File: src/hw/rtl/c2d_pkg.sv
// Package: shared types and constants of the 5x5 convolution block.
`timescale 1ns / 1ps
`default_nettype none
package c2d_pkg;
  localparam int DEF_MAX_WIDTH  = 1024;
  localparam int DEF_MAX_HEIGHT = 1024;
  localparam int DEF_PIXEL_BITS = 16;
  localparam int KSIZE = 5;
  localparam int KTAPS = 25;
  localparam int LINES = 4;
  localparam int QDEPTH = 8;
  localparam logic signed [39:0] VAL_MAX = {1'b0, {39{1'b1}}};
  localparam logic signed [39:0] VAL_MIN = {1'b1, {39{1'b0}}};

  typedef enum logic [1:0] {
    REG_IN_WIDTH   = 2'd0,
    REG_OUT_WIDTH  = 2'd1,
    REG_OUT_HEIGHT = 2'd2
  } reg_index_t;

  typedef enum logic {
    OP_LOAD_WEIGHT = 1'b0,
    OP_PIXEL       = 1'b1
  } opcode_t;

  typedef logic signed [15:0] sample_t;

  typedef struct packed {
    logic [10:0] in_width;
    logic [9:0]  out_width;
    logic [9:0]  out_height;
  } cfg_t;

  typedef struct packed {
    logic              last;
    logic [9:0]        row;
    logic [9:0]        col;
    logic signed [39:0] prior;
  } meta_t;

  typedef struct packed {
    logic  valid;
    meta_t meta;
  } mac_req_t;

  typedef struct packed {
    logic signed [39:0] value;
    logic [9:0]         row;
    logic [9:0]         col;
    logic               last;
  } result_t;
endpackage
`default_nettype wire

File: src/hw/rtl/c2d_queue.sv
// Result queue between the arithmetic pipeline and the output side.
`timescale 1ns / 1ps
`default_nettype none
module c2d_queue import c2d_pkg::*; (
  input  wire logic    clk,
  input  wire logic    rst,
  input  wire logic    wr,
  input  wire result_t wr_data,
  input  wire logic    rd,
  output logic         empty,
  output result_t      rd_data
);
  localparam int PW = $clog2(QDEPTH);
  result_t       slots [QDEPTH];
  logic [PW-1:0] wr_ptr, rd_ptr;
  logic [PW:0]   count;

  assign empty   = (count == '0);
  assign rd_data = slots[rd_ptr];

  always_ff @(posedge clk) begin
    if (rst) begin
      wr_ptr <= '0;
      rd_ptr <= '0;
      count  <= '0;
    end else begin
      if (wr) wr_ptr <= wr_ptr + 1'b1;
      if (rd && !empty) rd_ptr <= rd_ptr + 1'b1;
      count <= count + (PW+1)'(wr) - (PW+1)'(rd && !empty);
    end
  end

  always_ff @(posedge clk) begin
    if (wr) slots[wr_ptr] <= wr_data;
  end
endmodule
`default_nettype wire

File: config.mk
export PLATFORM = sky130hd
export DESIGN_NAME = c2d_queue
export DESIGN_NICKNAME = d
export VERILOG_FILES = /design/src/hw/rtl/c2d_pkg.sv /design/src/hw/rtl/c2d_queue.sv
export SDC_FILE = /design/constraint.sdc
export NUM_CORES = 1
export LEC_CHECK = 0
export CELL_PAD_IN_SITES_DETAIL_PLACEMENT = 0
export CELL_PAD_IN_SITES_GLOBAL_PLACEMENT = 1
export CORE_MARGIN = 3
export CORE_UTILIZATION = 50
export DETAILED_ROUTE_END_ITERATION = 8
export DONT_BUFFER_PORTS = 1
export PLACE_DENSITY_LB_ADDON = 0.2
export SETUP_SLACK_MARGIN = 0.15
export SYNTH_ARGS = -nofsm -noshare
export SYNTH_HDL_FRONTEND = slang
export SYNTH_SLANG_ARGS = --single-unit
File: constraint.sdc
create_clock -name clk -period 7.8 [get_ports clk]
set_input_delay 1.56 -clock clk [delete_from_list [all_inputs] [get_ports clk]]
set_output_delay 1.56 -clock clk [all_outputs]
set_load 0.02 [all_outputs]
==> results.cfg, run 1 <==
[run_status]
outcome = finished clean

[grt]
met3_usage_pct = 5.58
gr-usage-all-layers_pct = 18.1
antenna_found_initial = 0
grt_overflow = 0
met1_usage_pct = 23.6
gr-max-usage-layer = met2
grt_max_degree = 101
grt_use_met2_pct = 29.6
grt_pass1_vias = 8689
grt_pass1_wl_um = 54200

[synthesis]
avgSynthCellArea_um2 = 24.4
syn_inst = 779
synth_top_flop_cell = edfxtp_1
synth-seq-area-share_pct = 78.4
synth_edf_count = 488
synth_nets = 851
yosysWarnings = 0
yosysUniqueCellTypes = 27
synth.most_common_cell = edfxtp_1
ys_async_sr_fraction_pct = 0
synth_top_cell_by_area = edfxtp_1
netlist_area_um2 = 19000
synth_common_cells = edfxtp_1 (488), mux4_2 (116), mux2_2 (61)
synth.ff_latch_count = 501
ys_top_cells_by_area = edfxtp_1 (77%), mux4_2 (14%), mux2_2 (3.6%)
post-synth-top-area-fraction_pct = 77.1

[setup_path]
end_kind = primary output
crit_fanout = 69
regToRegEndpoint = count[2]$_SDFF_PP0_
critPathKind = reg -> out
cpPeakStageDelay_ps = 1040
cp.arrival_ps = 3200
required_ps = 6240
start_kind = flip-flop
endpoint = rd_data[51]
rr_startpoint = count[2]$_SDFF_PP0_
slowest_stage = dfxtp_4
path_cells = buf_4, mux4_2, mux2_2
r2r_setup_slack_ps = 4960
r2r_cells = 9

[sta]
report.final.slew_viol_count = 0
slew_headroom_pct = 17.1
period_minus_slack_ps = 4760
setup_viol = 0
max_freq_mhz = 210
finalHoldViolCount = 0
whs_ps = 518
final.period_utilization_pct = 61.0
rsz0062_at_grt = no
tns_ps = 0
fin_skew_ps = 8.95
worst_pin_slew_ps = 1240

[cells_and_area]
finish.net_count = 880
fin_area_um2 = 21100
layout-drive-gt1-share_pct = 31.4
final_util_pct = 56.9
areaGrowthSynthToFinish_pct = 10.9
antenna-diode-count = 0

[run]
max-cap-violations = 0

[routing]
wire_per_inst_um = 26.5
first_pass_iters = 5
drc = 0
via_count = 7855
antenna_left = 0
first_iter_violations = 507
wirelength_um = 35800
vias_per_cell = 5.82

[cts]
numCtsBuffers = 50
clkSinkCount = 501
cts_hold_buffers = 0
clkTransAtPathRegs_ps = 60
cts_tree = built
cts_setup_buffers = 0
cts_resized = 0
cts-root-buf = clkbuf_16
htree_levels = 2
cts_buffer_depth = 3
clkLatencyLatePin_ps = 570

[place]
placed_area_um2 = 19600
globalplace.congestion = 0.688
hpwl_um = 18500
io_buffer_count = 0

[power]
p_leak_nw = 6.39
p_per_area_nw_per_um2 = 286
peakVddDrop_v = 0.000217

[die]
core_area_um2 = 37000
die_height_um = 201
initial_core_util_pct = 51.3
die_w_um = 201
die-area_um2 = 40400
rows = 70
ioPinCount = 127

[min_path]
hp-start = rd_ptr[2]$_SDFFE_PP0P_
hp-class = reg -> reg
==> state kept, by name (all words and copies together), names as in the netlist, named ones only <==
signal,count
wr_ptr,3
count,4
rd_ptr,3
slots,488
==> critical path, delay by kind of cell (launching register included) <==
family   cells  cell delay (ps)
flops        1             1040
mux          2              760
buf+inv      1              750
==> cell families after synthesis <==
family	after synthesis	synth area share [%]
flip-flops	501	78.4
multiplexers	186	18.3
buffers and inverters	41	1.51
AND/OR/NAND/NOR	31	0.796
AO/OA/AOI/OAI	10	0.283
adder cells (fa/ha/maj)	7	0.500
XOR/XNOR	3	0.138
==> cells in the final DEF, fill, tap and decap left out, drive strengths merged, types with 2 or more instances in the layout <==
master,n
a21oi,6
nor3,2
nand2,4
buf,13
xnor2,2
clkbuf,59
edfxtp,488
clkinv,24
ha,6
o21ai,3
nor2b,2
mux4,122
mux2i,3
bufinv,4
dfxtp,13
nor2,12
or3,3
nand2b,6
mux2,61
inv,6
==> layer usage <==
layer  wire length (um)  vias to the layer above
li1                   -                     3369
met1              14500                     4252
met2              18000                      190
met3               2630                       44
met4                656                        0
met5                  0                        -
==> layout make-up <==
cell class | instances | area [um2]
Inverter | 5 | 18.8
Sequential cell | 501 | 14900
Multi-Input combinational cell | 237 | 3870
Clock inverter | 30 | 234
Tap cell | 504 | 631
Timing Repair Buffer | 13 | 110
Fill cell | 2659 | 16000
Clock buffer | 59 | 1310
==> through the flow <==
| stage | cells | setup WS, ps | power [mW] |
|---|---|---|---|
| final | 1349 | 3040 | 6.03 |
| after global routing | 1349 | 2850 | 6.27 |
| after floorplan | 779 | 1440 | 3.75 |
| after detailed placement | 1260 | 3550 | 3.87 |
| after CTS | 1349 | 2950 | 6.12 |
| after global placement | 1260 | 3650 | 3.85 |
==> power by group <==
part	switching, mW	internal [mW]
sequential	0.0840	3.04
clock	0.919	1.32
combinational	0.364	0.307
total	1.37	4.66
==> how the worst min path moves through the flow <==
stage / cells past startpoint / end
4_1_cts: 2 / flip-flop
5_1_grt: 2 / flip-flop
3_3_place_gp: 2 / flip-flop
3_5_place_dp: 2 / flip-flop
6_report: 2 / flip-flop
2_1_floorplan: 2 / flip-flop
Note: power is estimated with default switching activity, not from simulation.
==> inputs of run 2 (changes only) <==
- clock period: 7.8 -> 4.1 ns (I/O delays scaled with it)
==> results.cfg, run 2 (synthesis results as in run 1) <==
[run_status]
outcome = finished clean

[setup_path]
end_kind = primary output
r2r_cells = 9
start_kind = flip-flop
critPathKind = reg -> out
crit_fanout = 43
required_ps = 3280
cp.arrival_ps = 2560

[cts]
clkLatencyLatePin_ps = 580
htree_levels = 2
numCtsBuffers = 50
cts_buffer_depth = 3
clkSinkCount = 501
cts_setup_buffers = 0
cts_tree = built
cts-root-buf = clkbuf_16
cts_hold_buffers = 0
cts_resized = 0
clkTransAtPathRegs_ps = 60

[cells_and_area]
top_regs = slots: 488 flops, count: 4 flops
layout_commonest_cell = edfxtp_1
regMostFlops = slots
antenna-diode-count = 0
final_cells = 1362
layout_common_cells = edfxtp_1 (488), mux4_2 (116), mux2_2 (61)
finish.net_count = 891
areaGrowthSynthToFinish_pct = 11.9
largest_register_ff_count = 488
layout-drive-gt1-share_pct = 32.2

[grt]
antenna_found_initial = 0
grt_pass1_wl_um = 53700
grt_overflow = 0
grt_max_degree = 62
gr-usage-all-layers_pct = 18.1
grt_pass1_vias = 8462

[sta]
final.period_utilization_pct = 82.4
fin_skew_ps = 19.9
setup_ws_ps = 723
finalHoldViolCount = 0
max_freq_mhz = 296
slew_headroom_pct = 24.8
tns_ps = 0
setup_viol = 0
report.final.slew_viol_count = 0
period_minus_slack_ps = 3380
rsz0062_at_grt = no
worst_pin_slew_ps = 1130

[die]
core_area_um2 = 37000
rows = 70
die_height_um = 201
ioPinCount = 127
initial_core_util_pct = 51.3
die_w_um = 201
die-area_um2 = 40400

[routing]
first_iter_violations = 546
vias_per_cell = 5.79
wire_per_inst_um = 26.6
first_pass_iters = 5
antenna_left = 0
via_count = 7892
drc = 0
wirelength_um = 36200

[power]
p_per_area_nw_per_um2 = 542
p_leak_nw = 6.47
totalPowerFinal_mw = 11.5
peakVddDrop_v = 0.000334

[place]
io_buffer_count = 0
dp_cells = 1271
hpwl_um = 19900
globalplace.congestion = 0.704
dp_slack_ps = 1250

[min_path]
hold_depth = 1
hp-class = in -> reg

[run]
max-cap-violations = 0
[run 2: layout make-up]
cell class              instances  area (um2)
clock inverters                22         170
well taps                     504         631
clock buffers                  69        1390
fillers                      2619       15800
multi-input cells             237        3880
flip-flops and latches        501       14900
repair buffers                 24         268
inverters                       5        18.8
[run 2: path summary, 6_finish.rpt]
check	end	start	slack (ps)
max	rd_data[56]	flip-flop	720
min	count[2]$_SDFF_PP0_	rst	310
max reg2reg	count[1]$_SDFF_PP0_	count[2]$_SDFF_PP0_	1880
min reg2reg	rd_ptr[1]$_SDFFE_PP0P_	rd_ptr[1]$_SDFFE_PP0P_	530
[run 2: metal layers]
| layer | global-route usage (%) | wire length [um] |
|---|---|---|
| met5 | 0 | 0 |
| met4 | 4.04 | 560 |
| met3 | 5.93 | 2820 |
| met2 | 30.6 | 18600 |
| met1 | 23.3 | 14300 |
[run 2: report_power, final]
part	internal (mW)	switching (mW)	leakage (nW)	total [mW]
Combinational	0.612	0.710	1.17	1.32
Clock	2.54	1.74	0.761	4.28
Sequential	5.78	0.153	4.54	5.93
Total	8.93	2.61	6.47	11.5
[run 2: worst max-delay path, cell delays in order, from the launching register on]
cell	delay, ps
dfxtp_4	630
buf_12	380
mux4_1	600
mux2_2	340
[run 2: per-stage QoR]
stage	cell area (um2)	util, %	hold slack, ps
6_report	21300	57.4	310
5_1_grt	21300	57.4	280
4_1_cts	21300	57.4	275
3_5_place_dp	19700	53.2	523
3_3_place_gp	19700	53.2	477
2_1_floorplan	19000	-	475
